==> src/hdl/dtsp_pkg.sv <==
// Shared types and constants for the device tree structure block parser.
// Used by dtsp_front, dtsp_queue, dtsp_back and the top level.
`default_nettype none

package dtsp_pkg;

  localparam logic [31:0] BLOB_MAGIC        = 32'hd00dfeed;
  localparam logic [31:0] SUPPORTED_VERSION = 32'd17;

  // structure block token words
  localparam logic [31:0] TOK_BEGIN_NODE = 32'd1;
  localparam logic [31:0] TOK_END_NODE   = 32'd2;
  localparam logic [31:0] TOK_PROP       = 32'd3;
  localparam logic [31:0] TOK_NOP        = 32'd4;
  localparam logic [31:0] TOK_END        = 32'd9;

  // config register indexes
  localparam logic [1:0] REG_STRUCT_SIZE = 2'd0;
  localparam logic [1:0] REG_MAGIC       = 2'd1;
  localparam logic [1:0] REG_LAST_COMP   = 2'd2;

  // queue between front and back
  localparam int QUEUE_AW    = 2;
  localparam int QUEUE_DEPTH = 1 << QUEUE_AW;

  typedef enum logic [2:0] {
    TK_BEGIN_NODE,
    TK_END_NODE,
    TK_PROP,
    TK_NOP,
    TK_END,
    TK_BAD
  } tok_class_t;

  typedef enum logic [2:0] {
    EV_BEGIN = 3'd0,
    EV_END   = 3'd1,
    EV_PROP  = 3'd2,
    EV_DONE  = 3'd3,
    EV_ERROR = 3'd4
  } event_t;

  typedef enum logic [5:0] {
    PH_STOPPED = 6'b000001,
    PH_TOKEN   = 6'b000010,
    PH_NAME    = 6'b000100,
    PH_PLEN    = 6'b001000,
    PH_POFF    = 6'b010000,
    PH_SKIP    = 6'b100000
  } phase_t;

  // one classified word as it travels through the queue
  typedef struct packed {
    logic [31:0] word;
    logic        first;
    tok_class_t  tok;
    logic        nul;        // some byte of the word is zero
    logic [32:0] round_len;  // word taken as a length, rounded up to 4
  } q_entry_t;

endpackage

`default_nettype wire

==> src/hdl/dtsp_front.sv <==
// Front end: classifies each incoming structure word (token kind, NUL byte,
// rounded length). Depends on dtsp_pkg.
`default_nettype none

module dtsp_front
  import dtsp_pkg::*;
(
  input  wire logic [31:0] word,
  input  wire logic        first,
  output q_entry_t         entry
);

  tok_class_t  tok;
  logic [30:0] words;

  always_comb begin
    unique case (word)
      TOK_BEGIN_NODE: tok = TK_BEGIN_NODE;
      TOK_END_NODE:   tok = TK_END_NODE;
      TOK_PROP:       tok = TK_PROP;
      TOK_NOP:        tok = TK_NOP;
      TOK_END:        tok = TK_END;
      default:        tok = TK_BAD;
    endcase
  end

  assign words = {1'b0, word[31:2]} + 31'(|word[1:0]);

  assign entry.word      = word;
  assign entry.first     = first;
  assign entry.tok       = tok;
  assign entry.nul       = (word[31:24] == 8'd0) || (word[23:16] == 8'd0) ||
                           (word[15:8] == 8'd0) || (word[7:0] == 8'd0);
  assign entry.round_len = {words, 2'b00};

endmodule

`default_nettype wire

==> src/hdl/dtsp_queue.sv <==
// Small register queue between the classifier and the walker.
// Depends on dtsp_pkg.
`default_nettype none

module dtsp_queue
  import dtsp_pkg::*;
(
  input  wire logic clk,
  input  wire logic rst,
  input  wire logic in_valid,
  output logic      in_ready,
  input  q_entry_t  in_entry,
  output logic      out_valid,
  input  wire logic out_ready,
  output q_entry_t  out_entry
);

  q_entry_t              slots [QUEUE_DEPTH];
  logic [QUEUE_AW-1:0]   wr_ptr;
  logic [QUEUE_AW-1:0]   rd_ptr;
  logic [QUEUE_AW:0]     count;
  logic                  push;
  logic                  pop;

  assign in_ready  = (count != (QUEUE_AW + 1)'(QUEUE_DEPTH));
  assign out_valid = (count != '0);
  assign push      = in_valid && in_ready;
  assign pop       = out_valid && out_ready;
  assign out_entry = slots[rd_ptr];

  always_ff @(posedge clk) begin
    if (push) begin
      slots[wr_ptr] <= in_entry;
    end
  end

  always_ff @(posedge clk) begin
    if (rst) begin
      wr_ptr <= '0;
      rd_ptr <= '0;
      count  <= '0;
    end else begin
      if (push) begin
        wr_ptr <= wr_ptr + 1'b1;
      end
      if (pop) begin
        rd_ptr <= rd_ptr + 1'b1;
      end
      if (push && !pop) begin
        count <= count + 1'b1;
      end else if (pop && !push) begin
        count <= count - 1'b1;
      end
    end
  end

endmodule

`default_nettype wire

==> src/hdl/dtsp_back.sv <==
// Back end: header check, token walk, depth/offset tracking, config
// registers and the result register. Depends on dtsp_pkg.
`default_nettype none

module dtsp_back
  import dtsp_pkg::*;
#(
  parameter int MAX_DEPTH = 32
) (
  input  wire logic        clk,
  input  wire logic        rst,
  input  wire logic        cfg_wen,
  input  wire logic [1:0]  cfg_index,
  input  wire logic [31:0] cfg_wdata,
  input  wire logic        q_valid,
  output logic             q_ready,
  input  q_entry_t         q_entry,
  output logic             res_valid,
  input  wire logic        res_ready,
  output logic [2:0]       event_res,
  output logic [5:0]       depth,
  output logic [31:0]      prop_length,
  output logic [31:0]      name_offset,
  output logic [31:0]      byte_offset
);

  localparam int DW = $clog2(MAX_DEPTH) + 1;

  logic [31:0] struct_size;
  logic [31:0] header_magic;
  logic [31:0] min_reader_version;

  phase_t             phase, phase_next;
  logic signed [DW-1:0] node_depth, depth_next;
  logic [31:0]        offset, offset_next;
  logic [29:0]        skip_count, skip_next;
  logic [31:0]        held_length, held_next;
  logic [32:0]        held_round, round_next;

  phase_t             cur_phase;
  logic signed [DW-1:0] cur_depth;
  logic [31:0]        cur_offset;
  logic               hdr_ok;
  logic [32:0]        off4;
  logic               overrun;
  logic [33:0]        prop_end;
  logic               fire;
  logic               emit;
  event_t             ev;
  logic [31:0]        ev_plen;
  logic [31:0]        ev_noff;
  logic [31:0]        ev_boff;

  assign q_ready = !res_valid || res_ready;
  assign fire    = q_valid && q_ready;

  always_ff @(posedge clk) begin
    if (rst) begin
      struct_size        <= '0;
      header_magic       <= '0;
      min_reader_version <= '0;
    end else if (cfg_wen) begin
      unique case (cfg_index)
        REG_STRUCT_SIZE: struct_size        <= cfg_wdata;
        REG_MAGIC:       header_magic       <= cfg_wdata;
        REG_LAST_COMP:   min_reader_version <= cfg_wdata;
        default:         ;
      endcase
    end
  end

  assign hdr_ok     = (header_magic == BLOB_MAGIC) &&
                      (min_reader_version <= SUPPORTED_VERSION);
  assign cur_phase  = q_entry.first ? PH_TOKEN : phase;
  assign cur_depth  = q_entry.first ? '1 : node_depth;
  assign cur_offset = q_entry.first ? '0 : offset;
  assign off4       = {1'b0, cur_offset} + 33'd4;
  assign overrun    = off4 > {1'b0, struct_size};
  assign prop_end   = {1'b0, off4} + {1'b0, held_round};

  always_comb begin
    phase_next  = cur_phase;
    depth_next  = cur_depth;
    offset_next = cur_offset;
    skip_next   = skip_count;
    held_next   = held_length;
    round_next  = held_round;
    emit        = 1'b0;
    ev          = EV_ERROR;
    ev_plen     = '0;
    ev_noff     = '0;
    ev_boff     = off4[31:0];

    priority if (q_entry.first && !hdr_ok) begin
      phase_next = PH_STOPPED;
      emit       = 1'b1;
      ev_boff    = 32'd4;
    end else if (cur_phase == PH_STOPPED) begin
      phase_next = PH_STOPPED;
    end else if (overrun) begin
      phase_next = PH_STOPPED;
      emit       = 1'b1;
    end else begin
      offset_next = off4[31:0];
      unique case (cur_phase)
        PH_TOKEN: begin
          unique case (q_entry.tok)
            TK_BEGIN_NODE: phase_next = PH_NAME;
            TK_PROP:       phase_next = PH_PLEN;
            TK_NOP:        ;
            TK_END_NODE: begin
              emit = 1'b1;
              if (cur_depth == '1) begin
                phase_next = PH_STOPPED;
              end else begin
                depth_next = cur_depth - 1'b1;
                ev         = EV_END;
              end
            end
            TK_END: begin
              phase_next = PH_STOPPED;
              emit       = 1'b1;
              ev         = EV_DONE;
            end
            default: begin
              phase_next = PH_STOPPED;
              emit       = 1'b1;
            end
          endcase
        end
        PH_NAME: begin
          if (q_entry.nul) begin
            emit = 1'b1;
            if (cur_depth == DW'(MAX_DEPTH - 1)) begin
              phase_next = PH_STOPPED;
            end else begin
              depth_next = cur_depth + 1'b1;
              phase_next = PH_TOKEN;
              ev         = EV_BEGIN;
            end
          end
        end
        PH_PLEN: begin
          held_next  = q_entry.word;
          round_next = q_entry.round_len;
          phase_next = PH_POFF;
        end
        PH_POFF: begin
          emit = 1'b1;
          if (prop_end > {2'b00, struct_size}) begin
            phase_next = PH_STOPPED;
          end else begin
            ev         = EV_PROP;
            ev_plen    = held_length;
            ev_noff    = q_entry.word;
            skip_next  = held_round[31:2];
            phase_next = (held_round[32:2] != '0) ? PH_SKIP : PH_TOKEN;
          end
        end
        PH_SKIP: begin
          skip_next = skip_count - 1'b1;
          if (skip_count == 30'd1) begin
            phase_next = PH_TOKEN;
          end
        end
        default: phase_next = PH_STOPPED;
      endcase
    end
  end

  always_ff @(posedge clk) begin
    if (rst) begin
      phase       <= PH_STOPPED;
      node_depth  <= '1;
      offset      <= '0;
      skip_count  <= '0;
      held_length <= '0;
      held_round  <= '0;
      res_valid   <= 1'b0;
    end else begin
      if (fire) begin
        phase       <= phase_next;
        node_depth  <= depth_next;
        offset      <= offset_next;
        skip_count  <= skip_next;
        held_length <= held_next;
        held_round  <= round_next;
      end
      if (fire && emit) begin
        res_valid <= 1'b1;
      end else if (res_ready) begin
        res_valid <= 1'b0;
      end
    end
  end

  always_ff @(posedge clk) begin
    if (fire && emit) begin
      event_res   <= ev;
      depth       <= 6'(depth_next);
      prop_length <= ev_plen;
      name_offset <= ev_noff;
      byte_offset <= ev_boff;
    end
  end

`ifndef NO_ASSERTIONS
  a_stop_after_final: assert property (@(posedge clk) disable iff (rst)
    fire && emit && (ev == EV_ERROR || ev == EV_DONE) |=> phase == PH_STOPPED)
    else $error("walker still running after done or error");

  a_depth_bound: assert property (@(posedge clk) disable iff (rst)
    node_depth <= $signed(DW'(MAX_DEPTH - 1)))
    else $error("node depth past limit");

  a_skip_nonzero: assert property (@(posedge clk) disable iff (rst)
    phase == PH_SKIP |-> skip_count != '0)
    else $error("skip phase with nothing left to skip");

  a_offset_aligned: assert property (@(posedge clk) disable iff (rst)
    offset[1:0] == 2'b00)
    else $error("byte offset not word aligned");
`endif

endmodule

`default_nettype wire

==> src/hdl/devicetree_struct_block_parser.sv <==
// Top level of the flattened device tree structure block parser.
// Depends on dtsp_pkg, dtsp_front, dtsp_queue and dtsp_back.
// Input channel (in_valid/in_ready): one 32-bit structure block word per
//   transaction, first byte in bits 31:24; first=1 starts a new walk and
//   checks the header registers (magic, last compatible version <= 17).
// Result channel (res_valid/res_ready): at most one event per word: node
//   begin, node end, property, done or error, with the depth after the
//   event, property length, name offset and the byte offset just past it.
// Config port: cfg_wen writes cfg_wdata into register cfg_index
//   (0 struct size, 1 header magic, 2 oldest compatible reader version);
//   write only while no word is in flight.
// Path: an accepted word is first registered in the queue; the walker steps
//   it from the queue head and loads the result register, which offers
//   its event. One word per cycle is sustained while res_ready is high.
// Stalls: while res_ready is low the walker holds once the result
//   register is full; the four-entry queue keeps accepting until it fills.
// Reset: rst (synchronous) clears the queue, the result register, the
//   config registers and stops the walk (depth -1, offset 0).
`default_nettype none

module devicetree_struct_block_parser
  import dtsp_pkg::*;
#(
  parameter int MAX_DEPTH = 32
) (
  input  wire logic        clk,
  input  wire logic        rst,
  input  wire logic        cfg_wen,
  input  wire logic [1:0]  cfg_index,
  input  wire logic [31:0] cfg_wdata,
  input  wire logic        in_valid,
  output logic             in_ready,
  input  wire logic [31:0] word,
  input  wire logic        first,
  output logic             res_valid,
  input  wire logic        res_ready,
  output logic [2:0]       event_res,
  output logic [5:0]       depth,
  output logic [31:0]      prop_length,
  output logic [31:0]      name_offset,
  output logic [31:0]      byte_offset
);

  q_entry_t in_entry;
  q_entry_t q_entry;
  logic     q_valid;
  logic     q_ready;

  // classify the incoming word
  dtsp_front u_front (
    .word  (word),
    .first (first),
    .entry (in_entry)
  );

  // decouples input acceptance from walker stalls
  dtsp_queue u_queue (
    .clk       (clk),
    .rst       (rst),
    .in_valid  (in_valid),
    .in_ready  (in_ready),
    .in_entry  (in_entry),
    .out_valid (q_valid),
    .out_ready (q_ready),
    .out_entry (q_entry)
  );

  // walker and result register
  dtsp_back #(
    .MAX_DEPTH (MAX_DEPTH)
  ) u_back (
    .clk         (clk),
    .rst         (rst),
    .cfg_wen     (cfg_wen),
    .cfg_index   (cfg_index),
    .cfg_wdata   (cfg_wdata),
    .q_valid     (q_valid),
    .q_ready     (q_ready),
    .q_entry     (q_entry),
    .res_valid   (res_valid),
    .res_ready   (res_ready),
    .event_res   (event_res),
    .depth       (depth),
    .prop_length (prop_length),
    .name_offset (name_offset),
    .byte_offset (byte_offset)
  );

endmodule

`default_nettype wire
==> config.mk <==
export PLATFORM = sky130hd
export DESIGN_NAME = devicetree_struct_block_parser
export DESIGN_NICKNAME = d
export VERILOG_FILES = /design/src/hdl/dtsp_pkg.sv /design/src/hdl/dtsp_front.sv /design/src/hdl/dtsp_queue.sv /design/src/hdl/dtsp_back.sv /design/src/hdl/devicetree_struct_block_parser.sv
export SDC_FILE = /design/constraint.sdc
export NUM_CORES = 1
export LEC_CHECK = 0
export BUFFER_PORTS_ARGS = -buffer_cell sky130_fd_sc_hd__buf_4
export CAP_MARGIN = 20
export CORE_MARGIN = 8
export CORE_UTILIZATION = 58
export CTS_CLUSTER_DIAMETER = 30
export CTS_CLUSTER_SIZE = 25
export DETAILED_ROUTE_END_ITERATION = 12
export PLACE_DENSITY_LB_ADDON = 0.2
export SYNTH_ARGS = -nofsm -noshare
export SYNTH_HDL_FRONTEND = slang
export SYNTH_SLANG_ARGS = --single-unit
export TNS_END_PERCENT = 30
==> constraint.sdc <==
create_clock -name clk -period 13.6 [get_ports clk]
set_clock_uncertainty 0.2 [all_clocks]
set_input_delay 1.36 -clock clk [delete_from_list [all_inputs] [get_ports clk]]
set_output_delay 1.36 -clock clk [all_outputs]
set_load 0.02 [all_outputs]
Word-level counts from Yosys, hierarchy flattened

Memories as Yosys holds them, arrays and structs flattened. A register that Yosys moved wholly into a read port is not among the register bits.
Cells that the tools add are included.
W data, S select, Z words.

Bits in registers: 348
Memory bits (writable): 272
Bits of input ports: 72
Memories: 1

Memory list:

| memory        | words | width | rd ports | clocked after memory_dff | wr ports | line             | RTL |
|---|---|---|---|---|---|---|---|
| u_queue.slots | 4     | 68    | 1        | 1                        | 1        | dtsp_queue.sv:18 | `q_entry_t slots [QUEUE_DEPTH];` |

$add $sub $neg: 10
Magnitude comparators: 3
Equal/unequal tests: 23
Muxes and demuxes: 48
Bitwise operators: 4
Reductions and logical operators: 35

Operator list:

| operator                | number |
|---|---|
| $mux W32                | 4 |
| $mux W6                 | 17 |
| $eq A32 B2 Y1 const B   | 2 |
| $pmux W30 S2            | 1 |
| $add A33 B33 Y34        | 1 |
| $gt A34 B32 Y1          | 1 |
| $add A32 B3 Y33 const B | 1 |
| $gt A33 B32 Y1          | 1 |
| $eq A32 B1 Y1 const B   | 1 |
| $eq A32 B3 Y1 const B   | 1 |
| $eq A32 B32 Y1 const B  | 1 |
| $eq A32 B4 Y1 const B   | 1 |
| $le A32 B5 Y1 const B   | 1 |
| $logic_not A8 Y1        | 4 |
| $add A30 B1 Y31         | 1 |
| $reduce_bool A31 Y1     | 1 |
| $eq A30 B1 Y1 const B   | 1 |
| $mux W30                | 1 |
| $pmux W6 S5             | 1 |
| $sub A30 B1 Y30 const B | 1 |
| $pmux W6 S4             | 1 |
| $eq A6 B6 Y1 const B    | 3 |
| $mux W3                 | 6 |
| $pmux W3 S5             | 1 |
| 37 further kinds        | 69 |

Logic depth before layout (Yosys ltp)

Gate-level depths: netlist (run 1).

Word-level depth: 9
Mapped depth: 36

Cells and area by module

A second synthesis (run 1) with hierarchy kept.

Cells, all modules: 2679
Area total of the unflattened synthesis: 29827.4 um^2

By module, submodules not included:

| module     | times used | cells an instance | area an instance (um^2) | seq. area each (um^2) |
|---|---|---|---|---|
| dtsp_back  | 1          | 2116              | 18158.7                 | 7857.5 |
| dtsp_queue | 1          | 414               | 10640.2                 | 8588.2 |
| dtsp_front | 1          | 149               | 1028.5                  | 0.0 |

Worst setup path after synthesis (run 1)

Ideal clock, no wire load.

Path type: register to register
Start point: register with a tool-made name
End point: register u_back.byte_offset[0] (enable)
Library setup time: 571 ps
Data arrival time: 9430 ps
Data required time: 12829 ps
Setup slack: 3399 ps
Cell stages (with the launch flop): 26
Path buffers: 4
Clock period less this slack: 10201 ps
Cells stage by stage: dfxtp_1 buf_2 mux2i_1 mux2_2 clkbuf_1 clkbuf_1 buf_1 nand2_1 inv_1 ha_1 nand3_1 nor3_1 nand2_1 nor3b_1 nand2_1 xor2_1 nor2_1 ha_1 nand2_1 nor4_1 inv_1 a2111oi_0 a21oi_2 nand4_1 a21oi_1 nor2_1

RTL lines:

| element              | line             | RTL |
|---|---|---|
| to (signal assigned) | dtsp_back.sv:203 | `byte_offset <= ev_boff;` |
| to (decl)            | dtsp_back.sv:24  | `output logic [31:0] byte_offset` |

==> qor.txt, run 1 <==
Root Driver = clkbuf_16
Cell taking the most area after synthesis = edfxtp_1
Fin. Hold Viols = 0
Clk Latency, worst-skew pair = 0.66 ns
CTS tree = built
Critical Path AT = 9.53 ns
# nets final = 2856
Gr ovfl total = 0
Drt total wl = 73.7 mm
Post-route ant nets = 0
RSZ-0062 raised after global routing = no
Switching Share = 28.7%
CORE AREA = 47700 µm²
FF+latch area = 16200 µm²
Worst Path Required = 13.96 ns
CTS buffer count = 111
Endpoints failing setup = 0
F_max = 109 MHz
Hold path depth = 2
DRC Markers = 0
Post-CTS Setup Inserts = 0
Seq/Total Area, Yosys = 57.7%
Vias in the first global route = 20700
Post-Syn Area per Cell = 11.3 µm²
IO buf count = 178
Final period util = 67.4%
Leak = 12.6 nW
Comb power frac = 19.6%
Setup TNS = 0 ns
Initial antenna violation count = 1
Sw Pwr = 1.91 mW
H-tree Lvls = 3
R2R Path End = u_back.skip_count[22]$_SDFFE_PP0P_
Worst reg-to-reg setup slack = 4.43 ns
Hold crit path type = register to register
Worst R2R Path Depth = 27
Kind of critical path = register to register
Top cell type's share of synthesized area = 40.4%
Clock sinks = 619
Number of library cell types mapped by synthesis = 85
Power density over the cells = 195 nW/µm²
CP Capture Type = register
Worst-margin pin slew = 1.06 ns
GP Congestion = 0.919
Area grow syn2layout = 21.3%
Site row count = 80
HPWL after detailed placement = 48.0 mm
Clock tree buffer depth = 3
Hold buffer count at cts = 0
Sequential power share = 36.3%
Share of cells above drive strength 1 = 18.2%
Largest net degree at the start of global routing = 113
Synthesis warning total = 0
First-pass GRT wire length = 114 mm
Startpoint types = register
Max_cap viols = 0
Multi-input combinational cell area = 11200 µm²
Rel. slew slack = 29.6%
CP Max Fanout = 69
Synth Register Bits = 619
Pre-antenna DRT Iters = 6
GRT Util Overall = 25.6%
Gate Count Post-Synth = 2482
# resized after CTS = 0
Status = completed
Net Count, Synth = 2663
Io pins = 179
Initial DRC Count = 1664
Clk pwr share = 44.1%
Worst hold margin = 0.249 ns
Slew Viols, Final = 0
Synth Flop Type = edfxtp_1
Post-Syn Area = 28000 µm²
Clock transition at the registers of the reported paths = 0.05 ns
Hold_sp = u_back.held_length[29]$_SDFFE_PP0P_
Chip Width = 236 µm
Hold endpoint = u_back.held_length[29]$_SDFFE_PP0P_
Vias per cell = 6.05
Die Y = 236 µm
P_int = 4.74 mW
Routed via count = 20500
Async SR Flop Fraction = 0%
Maximum VDD drop = 0.000185 V
Die area = 55600 µm²
Layout fillers = 3306
Final Critical Period = 9.17 ns
Avg WL per Cell = 21.8 µm
Post-synth EDFFs = 377
Top post-synthesis cells by area = edfxtp_1, dfxtp_1, nand2_1
Starting density of the core = 58.7%
state kept, by name, indices dropped and copies added (netlist names), 30 cells and up, named ones only:
| name | flops |
|---|---|
| u_back.offset | 32 |
| u_back.prop_length | 32 |
| u_back.min_reader_version | 31 |
| u_back.skip_count | 30 |
| u_back.byte_offset | 32 |
| u_back.struct_size | 32 |
| u_back.held_length | 32 |
| u_back.header_magic | 32 |
| u_queue.slots | 272 |
| u_back.held_round | 31 |
| u_back.name_offset | 32 |
synthesized netlist by cell type, types with 8 or more instances:
cell and number:
nand2_1 437, edfxtp_1 377, a21oi_1 260, dfxtp_1 242, nor2_1 116, ha_1 107
clkbuf_1 88, and2_1 78, mux4_2 68, xnor2_1 62, inv_1 57, o21ai_0 57
nand3_1 48, xor2_1 42, nor3_1 39, nand4_1 37, nor4_1 31, and3_1 26
buf_2 25, a21o_1 22, o22ai_1 21, a22o_1 19, nand2b_1 13, nor2b_1 13
a211oi_1 12, o31ai_1 12, o2bb2ai_1 11, a31oi_1 9, buf_1 8
metal layers:
layer	vias up	wire, µm	GRT usage, %
met5	-	0	0
met4	0	2240	10.4
met3	130	4500	4.45
met2	746	37100	44.3
met1	10100	29800	31.7
li1	9520	-	-
how the worst max path moves through the flow:
stage | from | endpoint | slack (ns) | cells after the start
floorplan | register | u_back.byte_offset[0]$_SDFFCE_PP0P_ | 3.40 | 25
global placement | register | u_back.skip_count[3]$_SDFFE_PP0P_ | 4.34 | 27
detailed placement | register | u_back.skip_count[11]$_SDFFE_PP0P_ | 4.22 | 27
CTS | register | u_back.skip_count[28]$_SDFFE_PP0P_ | 4.10 | 27
global route | register | u_back.skip_count[22]$_SDFFE_PP0P_ | 3.85 | 29
finish | register | u_back.skip_count[22]$_SDFFE_PP0P_ | 4.43 | 27
layout by cell type, fill, tap and decap left out, types with 20 or more instances in the layout:
master	instances
xnor2_1	62
xor2_1	42
nand3_1	47
nor3_1	39
nor4_1	31
and3_1	21
dfxtp_1	240
nor2_1	114
o21ai_0	57
ha_1	107
a21o_1	22
and2_1	78
nand2_1	437
o22ai_1	21
mux4_2	68
a21oi_1	260
edfxtp_1	377
nand4_1	37
buf_4	196
clkbuf_16	114
inv_1	57
bufinv_16	20
metrics by stage:
step	utilization [%]	power [mW]	cells	cell area, µm²	setup slack [ns]
final	71.2	6.65	3386	34000	4.43
after global routing	71.2	6.87	3385	34000	3.85
after CTS	70.9	6.68	3379	33900	4.10
after detailed placement	62.4	3.74	3171	29800	4.22
after global placement	62.4	3.71	3171	29800	4.34
after floorplan	-	3.27	2482	28000	3.40
worst max-delay path: stages (launching register included):
cell and delay (ns):
dfxtp_4 0.71, mux4_2 0.58, buf_4 0.34, nor2b_1 0.20
ha_1 0.20, nand3_1 0.22, nor3_1 0.85, nand3_1 0.19
xor2_1 0.19, nor2_1 0.22, ha_1 0.37, a211oi_2 0.22
nor2_1 0.06, a2111o_1 0.38, a22o_1 0.29, a221o_1 0.42
nand3_1 0.12, nand2_1 0.09, a31oi_1 0.22, xnor2_1 0.16
ha_1 0.29, a21o_1 0.20, or4_1 0.54, a211oi_1 0.33
a21boi_2 0.34, o21ai_2 0.14, a21boi_1 0.79, o2bb2ai_1 0.19
layout make-up:
type                       instances  area share, %
multi-input combinational       1681           32.8
timing repair buffer             203           4.75
clock buffer                     128           8.75
clock inverter                    80           3.16
inverter                          59          0.651
antenna                            1        0.00736
sequential                       619           47.6
tap                              615           2.26
power groups by stage:
| stage | Clock (mW) | Sequential, mW | Combinational (mW) |
|---|---|---|---|
| detailed placement | 0 | 2.44 | 1.30 |
| global placement | 0 | 2.43 | 1.28 |
| global route | 3.05 | 2.44 | 1.39 |
| CTS | 2.96 | 2.41 | 1.31 |
| finish | 2.93 | 2.41 | 1.30 |
| floorplan | 0 | 2.61 | 0.658 |
logic make-up (layout without fill, tap and decap cells):
group / Yosys count / in the layout / share of synthesized area [%]
muxes: 72 / 72 / 5.61
AOI/OAI and AO/OA: 503 / 503 / 10.9
buffers and inverters: 182 / 470 / 2.60
and+or+nand+nor: 893 / 893 / 15.0
other: 0 / 1 / 0
xor gates and xnor gates: 104 / 104 / 3.25
adders and majority gates: 109 / 109 / 4.92
DFF: 619 / 619 / 57.7
Note: power is estimated with default switching activity, not from simulation.
==> run 2: changes to the inputs <==
Clock period 13.6 ns to 8.7 ns, I/O delays scaled along.
==> qor.txt, run 2 (synthesis gave the netlist of run 1 again) <==
H-tree Lvls = 3
Switching Share = 29.3%
Clock tree buffer depth = 3
Worst R2R Path Depth = 29
Largest net degree at the start of global routing = 101
Power density over the cells = 301 nW/µm²
Vias per cell = 6.05
Routed via count = 20600
Clk pwr share = 42.9%
Io pins = 179
Antenna diodes = 0
Crit path launch = u_queue.slots[3][35]$_DFFE_PP_
Worst-margin pin slew = 1.10 ns
DRC Markers = 0
Slew Viols, Final = 0
GRT Util Overall = 26.1%
Endpoints failing setup = 0
Hold buffer count at cts = 0
Most flops, register = u_queue.slots
CP Capture Type = register
Chip Width = 236 µm
Setup TNS = 0 ns
Clk Latency, worst-skew pair = 0.66 ns
Worst reg-to-reg setup slack = 0.91 ns
Critical Path End = u_back.skip_count[4]$_SDFFE_PP0P_
Maximum VDD drop = 0.000240 V
Clock transition at the registers of the reported paths = 0.05 ns
Startpoint types = register
WP buf/inv = 1
Avg WL per Cell = 21.9 µm
CTS buffer count = 114
CP dominant cell by count = ha_1
# resized after CTS = 0
Commonest non-fill, non-tap cells in the layout = nand2_1, edfxtp_1, a21oi_1
Util after Layout = 71.0%
Root Driver = clkbuf_16
Placed Cells = 3180
Initial DRC Count = 1928
Leak = 12.6 nW
Max_cap viols = 0
Area grow syn2layout = 21.0%
Fin. Hold Viols = 0
Met2 Wirelength = 37.4 mm
Max reg flops = 272
Rel. slew slack = 26.8%
Final non-filler cell area = 33900 µm²
CP Max Fanout = 11
Share of cells above drive strength 1 = 18.5%
Vias in the first global route = 20600
Initial antenna violation count = 0
R2R Path End = u_back.skip_count[4]$_SDFFE_PP0P_
Site row count = 80
Final Critical Period = 7.79 ns
IO buf count = 178
CTS tree = built
Status = completed
Gr ovfl total = 0
FF-to-FF Start = u_queue.slots[3][35]$_DFFE_PP_
Starting density of the core = 58.7%
CORE AREA = 47700 µm²
Critical Path AT = 8.17 ns
F_max = 128 MHz
HPWL after detailed placement = 48.5 mm
Worst Path Required = 9.08 ns
Sequential power share = 36.7%
Comb power frac = 20.4%
Post-route ant nets = 0
Placed Area = 29900 µm²
Post-CTS Setup Inserts = 0
M1 WL = 30.2 mm
Worst Slack Setup Final = 0.908 ns
Uppermost routed layer = met4
P_int = 7.21 mW
Drt total wl = 74.3 mm
Die Y = 236 µm
Post-Place Setup Slack = 1.00 ns
First-pass GRT wire length = 115 mm
Final period util = 89.6%
# nets final = 2865
Critical path depth = 29
Sw Pwr = 2.98 mW
Kind of critical path = register to register
Final Non-Filler Cells = 3400
Routed met3 length = 4.46 mm
RSZ-0062 raised after global routing = no
Hold crit path type = primary input to register
GP Congestion = 0.937
Critical path's top delay family = compound AO/OA/AOI/OAI gates
Critical path's largest stage delay = 0.79 ns
Clock sinks = 619
Pre-antenna DRT Iters = 5
Slowest CP cell = a21boi_1
Commonest non-fill, non-tap cell in the layout = nand2_1
Die area = 55600 µm²
[run 2: changes by cell type in the layout (fill, tap and decap cells not counted), moves of 2 or more]
cell / delta
bufinv_16: -10
clkinv_2: +12
clkbuf_1: +2
buf_4: +7
clkinvlp_4: -5
clkinv_8: +2
inv_6: -7
clkbuf_8: +7
clkinv_1: +2
clkinv_4: +3
[run 2: area by class of cell]
type                            instances  area [µm²]
Inverter                               59         221
Timing Repair Buffer                  209        1640
Clock buffer                          138        3100
Fill cell                            3253       13800
Sequential cell                       619       16200
Clock inverter                         79         831
Tap cell                              615         769
Multi-Input combinational cell       1681       11200
[run 2: routing by layer]
metal,GRT usage [%],vias up
li1,-,9566
met1,32.7,10100
met2,44.6,729
met3,4.62,139
met4,10.4,0
met5,0,-
[run 2: worst min-delay path by stage]
stage / from / slack [ns] / cells after the start / end
floorplan: u_back.offset[0]$_SDFFE_PP0P_ / 0.22 / 1 / u_back.offset[0]$_SDFFE_PP0P_
global placement: u_back.offset[0]$_SDFFE_PP0P_ / 0.24 / 1 / u_back.offset[0]$_SDFFE_PP0P_
detailed placement: u_back.offset[0]$_SDFFE_PP0P_ / 0.24 / 1 / u_back.offset[0]$_SDFFE_PP0P_
CTS: first / 0.19 / 1 / u_queue.slots[2][35]$_DFFE_PP_
global route: first / 0.20 / 1 / u_queue.slots[2][35]$_DFFE_PP_
finish: first / 0.22 / 1 / u_queue.slots[2][35]$_DFFE_PP_
[run 2: per-stage QoR]
step | hold slack, ns | power, mW
global placement | 0.236 | 5.82
floorplan | 0.221 | 5.09
global route | 0.199 | 10.6
finish | 0.217 | 10.2
detailed placement | 0.236 | 5.86
CTS | 0.185 | 10.3
[run 2: power groups by stage]
stage,clock network [mW],registers (mW),logic [mW]
final,4.38,3.74,2.08
after global routing,4.57,3.77,2.22
after CTS,4.43,3.74,2.10
after detailed placement,0,3.78,2.08
after global placement,0,3.77,2.05
after floorplan,0,4.06,1.03
==> run 3: changes to the inputs <==
Settings changed: CORE_MARGIN 8 to 5.
==> qor.txt, run 3 (synthesis gave the netlist of run 1 again) <==
Final Critical Period = 7.71 ns
Site row count = 80
Placed Area = 29900 µm²
Initial DRC Count = 1758
Most flops, register = u_queue.slots
Clock tree buffer depth = 3
GP Congestion = 0.955
Starting density of the core = 58.7%
CORE AREA = 47700 µm²
Layout fillers = 3246
Avg WL per Cell = 22.0 µm
Kind of critical path = register to register
HPWL after detailed placement = 48.8 mm
Commonest non-fill, non-tap cell in the layout = nand2_1
Commonest non-fill, non-tap cells in the layout = nand2_1, edfxtp_1, a21oi_1
CTS buffer count = 110
Gr ovfl total = 0
H-tree Lvls = 3
CP Capture Type = register
Die Y = 230 µm
Die area = 52800 µm²
Final period util = 88.6%
Area grow syn2layout = 21.1%
Largest net degree at the start of global routing = 100
Endpoints failing setup = 0
Slowest CP cell = or4_1
Io pins = 179
First-pass GRT wire length = 116 mm
GRT Util Overall = 27.8%
IO buf count = 178
Maximum VDD drop = 0.000227 V
Leak = 12.6 nW
Post-CTS Setup Inserts = 0
Clock sinks = 619
Fin. Hold Viols = 0
Final non-filler cell area = 33900 µm²
Post-route ant nets = 0
Share of cells above drive strength 1 = 18.3%
# nets final = 2863
Startpoint types = register
Max_cap viols = 0
Worst Path Required = 9.02 ns
Antenna diodes = 0
Vias in the first global route = 20800
Clock transition at the registers of the reported paths = 0.05 ns
Hold buffer count at cts = 0
Hold crit path type = primary input to register
Setup TNS = 0 ns
Critical path's largest stage delay = 0.54 ns
F_max = 130 MHz
Critical Path AT = 8.03 ns
DRC Markers = 0
Worst-margin pin slew = 1.05 ns
Root Driver = clkbuf_16
Rel. slew slack = 29.9%
RSZ-0062 raised after global routing = no
Pre-antenna DRT Iters = 6
CP Max Fanout = 26
Clk Latency, worst-skew pair = 0.65 ns
Status = completed
Slew Viols, Final = 0
# resized after CTS = 0
Chip Width = 230 µm
Initial antenna violation count = 0
Vias per cell = 6.03
Drt total wl = 74.5 mm
Max reg flops = 272
Power density over the cells = 302 nW/µm²
CTS tree = built
Routed via count = 20400
[run 3: cell types whose count changed in the layout (fill, tap and decap cells not counted), moves of 2 or more]
| cell | delta |
|---|---|
| clkinv_8 | -2 |
| clkinv_2 | -6 |
| clkbuf_8 | -10 |
| buf_4 | +2 |
| clkinv_16 | +2 |
| clkinv_1 | -3 |
| clkinv_4 | +3 |
| clkbuf_1 | +3 |
| bufinv_16 | +6 |
| inv_6 | -2 |
[run 3: path summary, 6_finish.rpt]
kind                                  startpoint                                  end  slack (ns)  cells past startpoint
max                                     register  u_back.prop_length[9]$_SDFFCE_PP0P_        0.99                     29
min                                        first       u_queue.slots[0][35]$_DFFE_PP_        0.22                      1
max reg2reg                             register  u_back.prop_length[9]$_SDFFCE_PP0P_        0.99                     29
min reg2reg  u_back.held_length[18]$_SDFFE_PP0P_  u_back.held_length[18]$_SDFFE_PP0P_        0.25                      2
[run 3: final cells by class]
class / count / area (µm²) / area share (%)
sequential: 619 / 16200 / 47.7
timing repair buffer: 211 / 1650 / 4.87
clock buffer: 130 / 2950 / 8.70
tap: 615 / 769 / 2.27
multi-input combinational: 1681 / 11200 / 32.9
inverter: 59 / 221 / 0.653
clock inverter: 77 / 988 / 2.91
[run 3: power breakdown]
group,total [mW],switching [mW],internal (mW)
clock network,4.42,1.50,2.92
logic,2.09,1.32,0.769
registers,3.74,0.145,3.60
total,10.3,2.96,7.29
[run 3: layer usage]
layer	track usage, %	vias to the layer above	share of wire [%]
met5	0	-	0
met4	10.1	0	3.2
met3	4.82	149	5.3
met2	47.6	653	50
met1	35.8	10100	41
li1	-	9536	-
[run 3: stage by stage]
stage	setup slack, ns	util [%]	cells	power [mW]	hold slack (ns)
final	0.991	71.1	3392	10.3	0.220
after global routing	0.445	71.1	3392	10.6	0.198
after CTS	1.03	71.0	3390	10.3	0.190
after detailed placement	1.14	62.7	3183	5.87	0.242
after global placement	1.22	62.6	3181	5.84	0.238
after floorplan	0.279	-	2482	5.09	0.221
[run 3: worst max-delay path, delay by kind of cell (launching register included)]
| kind | cells | cell delay [ns] |
|---|---|---|
| adders and majority gates | 3 | 0.85 |
| DFF | 1 | 0.45 |
| muxes | 2 | 0.45 |
| and+or+nand+nor | 11 | 2.40 |
| xor gates and xnor gates | 2 | 0.32 |
| buffers and inverters | 3 | 0.61 |
| AOI/OAI and AO/OA | 8 | 2.26 |
